===== config.mk =====
export PLATFORM = sky130hd
export DESIGN_NAME = fan_duty_scheduler
export DESIGN_NICKNAME = d
export VERILOG_FILES = /design/src/sv/fds_pkg.sv /design/src/sv/fds_front.sv /design/src/sv/fds_prep.sv /design/src/sv/fds_div_step.sv /design/src/sv/fan_duty_scheduler.sv
export SDC_FILE = /design/constraint.sdc
export NUM_CORES = 2
export LEC_CHECK = 0
export BUFFER_PORTS_ARGS = -buffer_cell sky130_fd_sc_hd__buf_2
export CAP_MARGIN = 20
export CORE_MARGIN = 5
export CORE_UTILIZATION = 60
export CTS_CLUSTER_DIAMETER = 40
export CTS_CLUSTER_SIZE = 28
export DETAILED_ROUTE_END_ITERATION = 8
export PLACE_DENSITY = 0.8
export SLEW_MARGIN = 20
export SYNTH_ARGS = -nofsm -noshare
export SYNTH_HDL_FRONTEND = slang
export SYNTH_HIERARCHICAL = 1
export SYNTH_SLANG_ARGS = --single-unit
export TNS_END_PERCENT = 20

===== constraint.sdc =====
create_clock -name clock -period 21.5 [get_ports clock]
set_input_delay 2.15 -clock clock [delete_from_list [all_inputs] [get_ports clock]]
set_output_delay 2.15 -clock clock [all_outputs]
set_load 0.01 [all_outputs]

===== src/sv/fds_pkg.sv =====
// Shared types and constants of the fan duty scheduler.
`timescale 1ns / 1ps
package fds_pkg;

   // Operating modes held in the mode register.
   typedef enum logic [1:0] {
      MODE_MANUAL = 2'd0,
      MODE_AUTO   = 2'd1,
      MODE_PROG   = 2'd2,
      MODE_OFF    = 2'd3
   } mode_type;

   // Register indexes of the configuration port.
   localparam int CSR_INDEX_W = 3;
   localparam int CSR_DATA_W  = 64;
   localparam logic [CSR_INDEX_W-1:0] REG_OP_MODE     = 3'd0;
   localparam logic [CSR_INDEX_W-1:0] REG_MANUAL_DUTY = 3'd1;
   localparam logic [CSR_INDEX_W-1:0] REG_AUTO_LOW    = 3'd2;
   localparam logic [CSR_INDEX_W-1:0] REG_AUTO_HIGH   = 3'd3;
   localparam logic [CSR_INDEX_W-1:0] REG_SLOT0       = 3'd4;

   // Field widths and constants.
   localparam int TEMP_W      = 16;
   localparam int DUTY_W      = 7;
   localparam int MIN_W       = 11;
   localparam int DEN_W       = 16;
   localparam int REM_W       = 23;
   localparam int QUO_W       = 7;
   localparam int SLOT_IDX_W  = 2;
   localparam logic [DUTY_W-1:0] DUTY_FULL = 7'd100;
   localparam logic [MIN_W-1:0]  MIN_PER_HOUR = 11'd60;

   // One input item.
   typedef struct packed {
      logic signed [TEMP_W-1:0] temperature;
      logic                     presence;
      logic [2:0]               weekday;
      logic [4:0]               hour;
      logic [5:0]               minute;
   } req_type;

   // One result item.
   typedef struct packed {
      logic [DUTY_W-1:0]     duty_percent;
      logic                  schedule_hit;
      logic [SLOT_IDX_W-1:0] hit_slot;
   } rsp_type;

   // Packing of one schedule slot register, most significant field first.
   typedef struct packed {
      logic signed [TEMP_W-1:0] temp_high;
      logic signed [TEMP_W-1:0] temp_low;
      logic [1:0]               spare;
      logic [MIN_W-1:0]         end_min;
      logic [MIN_W-1:0]         start_min;
      logic [6:0]               day_mask;
      logic                     active;
   } slot_type;

   // Item after mode and slot selection.
   typedef struct packed {
      logic signed [TEMP_W-1:0] temperature;
      logic signed [TEMP_W-1:0] temp_low;
      logic signed [TEMP_W-1:0] temp_high;
      logic                     fixed;
      logic [DUTY_W-1:0]        fixed_duty;
      logic                     hit;
      logic [SLOT_IDX_W-1:0]    hit_slot;
   } sel_type;

   // Item inside the ramp divider.
   typedef struct packed {
      logic [REM_W-1:0]      rem;
      logic [DEN_W-1:0]      den;
      logic [QUO_W-1:0]      quo;
      logic                  fixed;
      logic [DUTY_W-1:0]     fixed_duty;
      logic                  hit;
      logic [SLOT_IDX_W-1:0] hit_slot;
   } div_type;

endpackage


===== src/sv/fds_front.sv =====
// Time of day, mode decode and schedule slot match (two stages).
`timescale 1ns / 1ps
module fds_front #(
   parameter int NUM_SLOTS = 4
) (
   input  logic                                clock,
   input  logic                                reset,
   input  logic                                enable,
   input  logic                                in_valid,
   input  fds_pkg::req_type                    in_data,
   input  fds_pkg::mode_type                   op_mode,
   input  logic [fds_pkg::DUTY_W-1:0]          manual_duty,
   input  logic signed [fds_pkg::TEMP_W-1:0]   auto_temp_low,
   input  logic signed [fds_pkg::TEMP_W-1:0]   auto_temp_high,
   input  fds_pkg::slot_type                   slots [NUM_SLOTS],
   output logic                                out_valid,
   output fds_pkg::sel_type                    out_data
);
   import fds_pkg::*;

   logic                     v1_ff;
   logic signed [TEMP_W-1:0] temp1_ff;
   logic                     pres1_ff;
   logic [2:0]               day1_ff;
   logic [MIN_W-1:0]         now1_ff;
   logic [MIN_W-1:0]         now1_in;
   logic                     v2_ff;
   sel_type                  sel2_ff;
   sel_type                  sel2_in;

   // Current time in minutes since midnight.
   assign now1_in = MIN_W'(in_data.hour) * MIN_PER_HOUR + MIN_W'(in_data.minute);

   // Stage one registers the reading and the time.
   always_ff @(posedge clock) begin
      if (reset) begin
         v1_ff <= 1'b0;
      end else if (enable) begin
         v1_ff <= in_valid;
      end
   end

   always_ff @(posedge clock) begin
      if (enable) begin
         temp1_ff <= in_data.temperature;
         pres1_ff <= in_data.presence;
         day1_ff  <= in_data.weekday;
         now1_ff  <= now1_in;
      end
   end

   // Stage two picks the thresholds or a fixed duty from the mode and slots.
   always_comb begin
      logic                  found;
      logic [SLOT_IDX_W-1:0] found_idx;
      logic                  day_ok;
      logic                  win_ok;
      slot_type              s;
      found     = 1'b0;
      found_idx = '0;
      s         = slots[0];
      for (int i = 0; i < NUM_SLOTS; i++) begin
         day_ok = (day1_ff != 3'd0) && slots[i].day_mask[day1_ff - 3'd1];
         if (slots[i].start_min <= slots[i].end_min) begin
            win_ok = (now1_ff >= slots[i].start_min) && (now1_ff <= slots[i].end_min);
         end else begin
            win_ok = (now1_ff >= slots[i].start_min) || (now1_ff <= slots[i].end_min);
         end
         if (!found && slots[i].active && day_ok && win_ok) begin
            found     = 1'b1;
            found_idx = SLOT_IDX_W'(i);
            s         = slots[i];
         end
      end

      sel2_in.temperature = temp1_ff;
      sel2_in.temp_low    = auto_temp_low;
      sel2_in.temp_high   = auto_temp_high;
      sel2_in.fixed       = 1'b1;
      sel2_in.fixed_duty  = '0;
      sel2_in.hit         = 1'b0;
      sel2_in.hit_slot    = '0;
      unique case (op_mode)
         MODE_MANUAL: begin
            sel2_in.fixed_duty = (manual_duty > DUTY_FULL) ? DUTY_FULL : manual_duty;
         end
         MODE_AUTO: begin
            sel2_in.fixed = !pres1_ff;
         end
         MODE_PROG: begin
            if (found) begin
               sel2_in.fixed     = 1'b0;
               sel2_in.temp_low  = s.temp_low;
               sel2_in.temp_high = s.temp_high;
               sel2_in.hit       = 1'b1;
               sel2_in.hit_slot  = found_idx;
            end
         end
         MODE_OFF: begin
            sel2_in.fixed = 1'b1;
         end
         default: begin
            sel2_in.fixed = 1'b1;
         end
      endcase
   end

   always_ff @(posedge clock) begin
      if (reset) begin
         v2_ff <= 1'b0;
      end else if (enable) begin
         v2_ff <= v1_ff;
      end
   end

   always_ff @(posedge clock) begin
      if (enable) begin
         sel2_ff <= sel2_in;
      end
   end

   assign out_valid = v2_ff;
   assign out_data  = sel2_ff;

endmodule


===== src/sv/fds_prep.sv =====
// Ramp end cases, differences and the scaled numerator (two stages).
`timescale 1ns / 1ps
module fds_prep (
   input  logic              clock,
   input  logic              reset,
   input  logic              enable,
   input  logic              in_valid,
   input  fds_pkg::sel_type  in_data,
   output logic              out_valid,
   output fds_pkg::div_type  out_data
);
   import fds_pkg::*;

   logic                   v3_ff;
   div_type                d3_ff;
   div_type                d3_in;
   logic                   v4_ff;
   div_type                d4_ff;
   div_type                d4_in;
   logic signed [TEMP_W:0] diff;
   logic signed [TEMP_W:0] span;

   // Stage three settles the clamped cases and forms both differences.
   always_comb begin
      diff = (TEMP_W+1)'(in_data.temperature) - (TEMP_W+1)'(in_data.temp_low);
      span = (TEMP_W+1)'(in_data.temp_high) - (TEMP_W+1)'(in_data.temp_low);
      d3_in.rem        = REM_W'(diff[DEN_W-1:0]);
      d3_in.den        = span[DEN_W-1:0];
      d3_in.quo        = '0;
      d3_in.fixed      = in_data.fixed;
      d3_in.fixed_duty = in_data.fixed_duty;
      d3_in.hit        = in_data.hit;
      d3_in.hit_slot   = in_data.hit_slot;
      if (!in_data.fixed) begin
         if (in_data.temperature <= in_data.temp_low) begin
            d3_in.fixed      = 1'b1;
            d3_in.fixed_duty = '0;
         end else if (in_data.temperature >= in_data.temp_high) begin
            d3_in.fixed      = 1'b1;
            d3_in.fixed_duty = DUTY_FULL;
         end
      end
   end

   always_ff @(posedge clock) begin
      if (reset) begin
         v3_ff <= 1'b0;
      end else if (enable) begin
         v3_ff <= in_valid;
      end
   end

   always_ff @(posedge clock) begin
      if (enable) begin
         d3_ff <= d3_in;
      end
   end

   // Stage four scales the difference to percent.
   always_comb begin
      d4_in     = d3_ff;
      d4_in.rem = d3_ff.rem * REM_W'(DUTY_FULL);
   end

   always_ff @(posedge clock) begin
      if (reset) begin
         v4_ff <= 1'b0;
      end else if (enable) begin
         v4_ff <= v3_ff;
      end
   end

   always_ff @(posedge clock) begin
      if (enable) begin
         d4_ff <= d4_in;
      end
   end

   assign out_valid = v4_ff;
   assign out_data  = d4_ff;

endmodule


===== src/sv/fds_div_step.sv =====
// One restoring division stage that settles one quotient bit.
`timescale 1ns / 1ps
module fds_div_step #(
   parameter int SHIFT = 0
) (
   input  logic              clock,
   input  logic              reset,
   input  logic              enable,
   input  logic              in_valid,
   input  fds_pkg::div_type  in_data,
   output logic              out_valid,
   output fds_pkg::div_type  out_data
);
   import fds_pkg::*;

   logic               v_ff;
   div_type            d_ff;
   div_type            d_in;
   logic [REM_W:0]     trial;

   // Subtract the shifted divisor when it fits in the remainder.
   always_comb begin
      trial = {1'b0, in_data.rem} - ((REM_W+1)'(in_data.den) << SHIFT);
      d_in  = in_data;
      if (!trial[REM_W]) begin
         d_in.rem        = trial[REM_W-1:0];
         d_in.quo[SHIFT] = 1'b1;
      end
   end

   always_ff @(posedge clock) begin
      if (reset) begin
         v_ff <= 1'b0;
      end else if (enable) begin
         v_ff <= in_valid;
      end
   end

   always_ff @(posedge clock) begin
      if (enable) begin
         d_ff <= d_in;
      end
   end

   assign out_valid = v_ff;
   assign out_data  = d_ff;

endmodule


===== src/sv/fan_duty_scheduler.sv =====
// Top level of the fan duty scheduler: registers, pipeline and result register.
`timescale 1ns / 1ps
// Turns each item (temperature, presence, weekday, hour, minute) into one fan
// duty of 0 to 100 percent, in manual, auto, programmed or off mode. The block
// takes one item every cycle unless the result side stalls. Two stages decode
// the time and match the schedule slots, two form the ramp numerator and
// divisor, seven stages of the restoring divider each settle one quotient bit,
// and one result register holds the item for the output side. A stall on the
// result side holds the whole pipeline. The user must write configuration
// through the csr_ port while no item is in flight; the block does not check.
module fan_duty_scheduler #(
   parameter int NUM_SLOTS = 4
) (
   input  logic                               clock,
   input  logic                               reset,
   input  logic                               req_valid,
   output logic                               req_ready,
   input  fds_pkg::req_type                   req_data,
   output logic                               rsp_valid,
   input  logic                               rsp_ready,
   output fds_pkg::rsp_type                   rsp_data,
   input  logic                               csr_write,
   input  logic [fds_pkg::CSR_INDEX_W-1:0]    csr_index,
   input  logic [fds_pkg::CSR_DATA_W-1:0]     csr_wdata
);
   import fds_pkg::*;

   localparam int DIV_STAGES = QUO_W;

   mode_type                 op_mode_ff;
   logic [DUTY_W-1:0]        manual_duty_ff;
   logic signed [TEMP_W-1:0] auto_low_ff;
   logic signed [TEMP_W-1:0] auto_high_ff;
   slot_type                 slot_ff [NUM_SLOTS];

   logic                     advance;
   logic                     sel_valid;
   sel_type                  sel_data;
   logic                     div_valid [DIV_STAGES+1];
   div_type                  div_data  [DIV_STAGES+1];
   logic                     rsp_valid_ff;
   rsp_type                  rsp_ff;
   rsp_type                  rsp_in;

   // Configuration registers.
   always_ff @(posedge clock) begin
      if (reset) begin
         op_mode_ff     <= MODE_MANUAL;
         manual_duty_ff <= '0;
         auto_low_ff    <= '0;
         auto_high_ff   <= '0;
      end else if (csr_write) begin
         if (csr_index == REG_OP_MODE) begin
            op_mode_ff <= mode_type'(csr_wdata[1:0]);
         end
         if (csr_index == REG_MANUAL_DUTY) begin
            manual_duty_ff <= csr_wdata[DUTY_W-1:0];
         end
         if (csr_index == REG_AUTO_LOW) begin
            auto_low_ff <= csr_wdata[TEMP_W-1:0];
         end
         if (csr_index == REG_AUTO_HIGH) begin
            auto_high_ff <= csr_wdata[TEMP_W-1:0];
         end
      end
   end

   // Schedule slot registers.
   for (genvar g = 0; g < NUM_SLOTS; g++) begin : g_slot
      always_ff @(posedge clock) begin
         if (reset) begin
            slot_ff[g] <= '0;
         end else if (csr_write &&
                      csr_index == REG_SLOT0 + CSR_INDEX_W'(g)) begin
            slot_ff[g] <= csr_wdata;
         end
      end
   end

   // The whole pipeline moves while the result register is free or drained.
   assign advance   = !rsp_valid_ff || rsp_ready;
   assign req_ready = advance;

   fds_front #(
      .NUM_SLOTS (NUM_SLOTS)
   ) u_front (
      .clock          (clock),
      .reset          (reset),
      .enable         (advance),
      .in_valid       (req_valid),
      .in_data        (req_data),
      .op_mode        (op_mode_ff),
      .manual_duty    (manual_duty_ff),
      .auto_temp_low  (auto_low_ff),
      .auto_temp_high (auto_high_ff),
      .slots          (slot_ff),
      .out_valid      (sel_valid),
      .out_data       (sel_data)
   );

   fds_prep u_prep (
      .clock     (clock),
      .reset     (reset),
      .enable    (advance),
      .in_valid  (sel_valid),
      .in_data   (sel_data),
      .out_valid (div_valid[0]),
      .out_data  (div_data[0])
   );

   // Divider stages from the top quotient bit down.
   for (genvar j = 0; j < DIV_STAGES; j++) begin : g_div
      fds_div_step #(
         .SHIFT (DIV_STAGES - 1 - j)
      ) u_step (
         .clock     (clock),
         .reset     (reset),
         .enable    (advance),
         .in_valid  (div_valid[j]),
         .in_data   (div_data[j]),
         .out_valid (div_valid[j+1]),
         .out_data  (div_data[j+1])
      );
   end

   // Result register.
   always_comb begin
      rsp_in.duty_percent = div_data[DIV_STAGES].fixed ?
                            div_data[DIV_STAGES].fixed_duty :
                            DUTY_W'(div_data[DIV_STAGES].quo);
      rsp_in.schedule_hit = div_data[DIV_STAGES].hit;
      rsp_in.hit_slot     = div_data[DIV_STAGES].hit_slot;
   end

   always_ff @(posedge clock) begin
      if (reset) begin
         rsp_valid_ff <= 1'b0;
      end else if (advance) begin
         rsp_valid_ff <= div_valid[DIV_STAGES];
      end
   end

   always_ff @(posedge clock) begin
      if (advance) begin
         rsp_ff <= rsp_in;
      end
   end

   assign rsp_valid = rsp_valid_ff;
   assign rsp_data  = rsp_ff;

endmodule


==> results.py <==
metrics = {
    "setup_path": {
        "cp-start-kind": "input port",
        "cp_max_fo": 57,
        "critPathRequiredTime_ps": 19350,
        "slowest_stage": "nand2b_4",
        "r2r_cells": 12,
        "path_delay_family": "simple AND/OR/NAND/NOR gates",
        "reg2reg_to": "u_front/out_data[15]$_DFFE_PP_",
        "cp_cell_sequence": "buf_2, nand2b_4, buf_2",
        "critPathArrivalTime_ps": 3230,
        "crit_path_end_kind": "output pin",
        "critPathKind": "in2out",
        "cpMostUsedCell": "buf_2",
        "startpoint": "rsp_ready",
        "ff2ff_setup_slack_ps": 16680,
        "path_buf_inv": 2,
        "rr_startpoint": "u_front/day1_ff[0]$_DFFE_PP_",
        "slowest_delay_ps": 720,
    },
    "drt": {
        "antenna_left": 0,
        "drcViolationCount": 0,
        "drtIter0Drc": 1859,
        "vias_per_cell": 5.78,
        "drt_wl_total_um": 95800,
        "first_pass_iters": 5,
        "wl_per_cell_um": 18.8,
        "via_count": 29500,
    },
    "synth": {
        "syn_area_per_cell_sq_um": 11.5,
        "syn_area_sq_um": 45100,
        "synthCells": 3934,
        "yosys_warnings": 6,
    },
    "power": {
        "power_leakage_uw": 0.0213,
        "p_per_area_nw_per_um2": 128,
        "peakVddDrop_mv": 0.0733,
    },
    "floorplan": {
        "initial_utilization_pct": 60.5,
        "ios": 115,
        "num_rows": 100,
        "die_h_um": 284,
        "chipWidth_um": 284,
        "coreArea_sq_um": 74600,
        "dieArea_sq_um": 80800,
    },
    "clock_network": {
        "clockBufferDepth": 3,
        "root_buffer": "clkbuf_16",
        "cts_buffers": 111,
        "cts_resized": 0,
        "cts_setup_buffers": 0,
        "htree_levels": 3,
        "holdBufCountCts": 0,
        "tritoncts": "yes",
        "cts.sinks": 852,
        "clk_latency_ps": 670,
        "cts.clk_slew.worst_paths_ps": 60,
    },
    "placement": {
        "place_hpwl_um": 65500,
        "placedCellCount": 4899,
        "io_buffers": 112,
        "gp_congestion": 0.910,
    },
    "worst_hold_path": {
        "hp-class": "reg2reg",
        "min_to": "g_div[1].u_step/out_data[36]$_DFFE_PP_",
        "hold_path.startpoint": "g_div[0].u_step/out_data[36]$_DFFE_PP_",
        "min_delay_path_depth": 0,
    },
    "sta": {
        "hold_viol_final": 0,
        "final.setup_skew_ps": 34.5,
        "layout_min_cycle_time_ps": 5380,
        "setup_viol": 0,
        "fmax_mhz": 186,
        "slew_viol_final": 0,
        "finalCritPeriodShare_pct": 25.0,
        "slew_headroom_pct": 32.2,
        "fin_tns_setup_ps": 0,
        "grt_setup_unrepaired": "false",
        "worstMarginPinSlew_ps": 1020,
    },
    "final_layout": {
        "drive_gt1_share_pct": 11.0,
        "area_delta_synth_final_pct": 11.0,
        "num_antenna_cells": 0,
        "fin_cells": 5108,
        "final_core_util_pct": 67.2,
        "final_nets": 4538,
    },
    "global_route": {
        "grt_max_degree": 118,
        "grt_pass1_wl_um": 154000,
        "grt_util_all_layers_pct": 23.3,
        "antenna_found_initial": 0,
        "overflow": 0,
        "first_global_vias": 29800,
    },
    "run": {
        "max_cap_violations": 0,
    },
    "outcome": {
        "status": "complete, no violations",
    },
}
worst max path at each step:
stage          cells after the start  slack, ps   endpoint
6_report                           3      16120  req_ready
5_1_grt                            3      16030  req_ready
4_1_cts                            3      16080  req_ready
3_5_place_dp                       3      16090  req_ready
3_3_place_gp                       3      16120  req_ready
2_1_floorplan                      1       3620  req_ready
placed cells by master, fill, tap and decap left out, types with 25 or more instances in the layout:
cell / instances
xnor2_1: 85
a22oi_1: 35
ha_1: 364
nor2b_1: 36
mux2i_1: 305
nand2_1: 142
nand2b_1: 394
buf_4: 29
xor2_1: 49
o21ai_0: 138
clkbuf_16: 115
inv_1: 339
nor2_1: 158
o21a_1: 25
nand3_1: 69
o31ai_1: 44
a21o_1: 47
a21oi_1: 167
nor3_1: 31
buf_2: 111
dfxtp_1: 301
fa_1: 27
nand4_1: 34
o21ai_1: 35
a211oi_1: 28
and3_1: 49
edfxtp_1: 551
area by class of cell:
type | instances | area, sq um
Sequential cell | 852 | 22600
Fill cell | 5378 | 24500
Inverter | 341 | 1280
Clock inverter | 85 | 891
Tap cell | 969 | 1210
Multi-Input combinational cell | 2596 | 20400
Clock buffer | 123 | 2920
Timing Repair Buffer | 142 | 796
state kept, by name, summed over array words and instances, names as in the netlist:
| signal | flops |
|---|---|
| u_front/pres1_ff | 1 |
| u_front/day1_ff | 3 |
| u_front/out_valid | 1 |
| u_prep/out_valid | 1 |
| op_mode_ff | 2 |
| u_front/temp1_ff | 16 |
| u_prep/d3_ff | 43 |
| g_div.u_step/out_valid | 7 |
| g_div.u_step/out_data | 360 |
| u_front/now1_ff | 11 |
| auto_low_ff | 16 |
| manual_duty_ff | 7 |
| u_front/v1_ff | 1 |
| auto_high_ff | 16 |
| rsp_data | 10 |
| u_prep/out_data | 48 |
| rsp_valid | 1 |
| u_front/out_data | 59 |
| u_prep/v3_ff | 1 |
| slot_ff | 248 |
power by group:
part,switching (uW),total (uW),leakage (uW),internal (uW)
Clock,750,1830,0.00183,1080
Combinational,1250,2270,0.0110,1020
Sequential,181,2310,0.00854,2130
Total,2180,6420,0.0213,4240
metal layers:
| layer | global-route usage, % | wire length (um) |
|---|---|---|
| met1 | 30.7 | 41200 |
| met2 | 39.0 | 45600 |
| met3 | 3.77 | 5530 |
| met4 | 8.79 | 3590 |
| met5 | 0 | 0 |
metrics by stage:
| stage | power, uW | setup slack, ps | instance area (sq um) | hold WS, ps |
|---|---|---|---|---|
| 3_5_place_dp | 4560 | 16090 | 46300 | 405 |
| 6_report | 6420 | 16120 | 50100 | 409 |
| 4_1_cts | 6420 | 16080 | 50100 | 408 |
| 2_1_floorplan | 4100 | 3620 | 45200 | 400 |
| 3_3_place_gp | 4480 | 16120 | 46300 | 400 |
| 5_1_grt | 6820 | 16030 | 50100 | 421 |
Power figures use the tool's default switching activity.
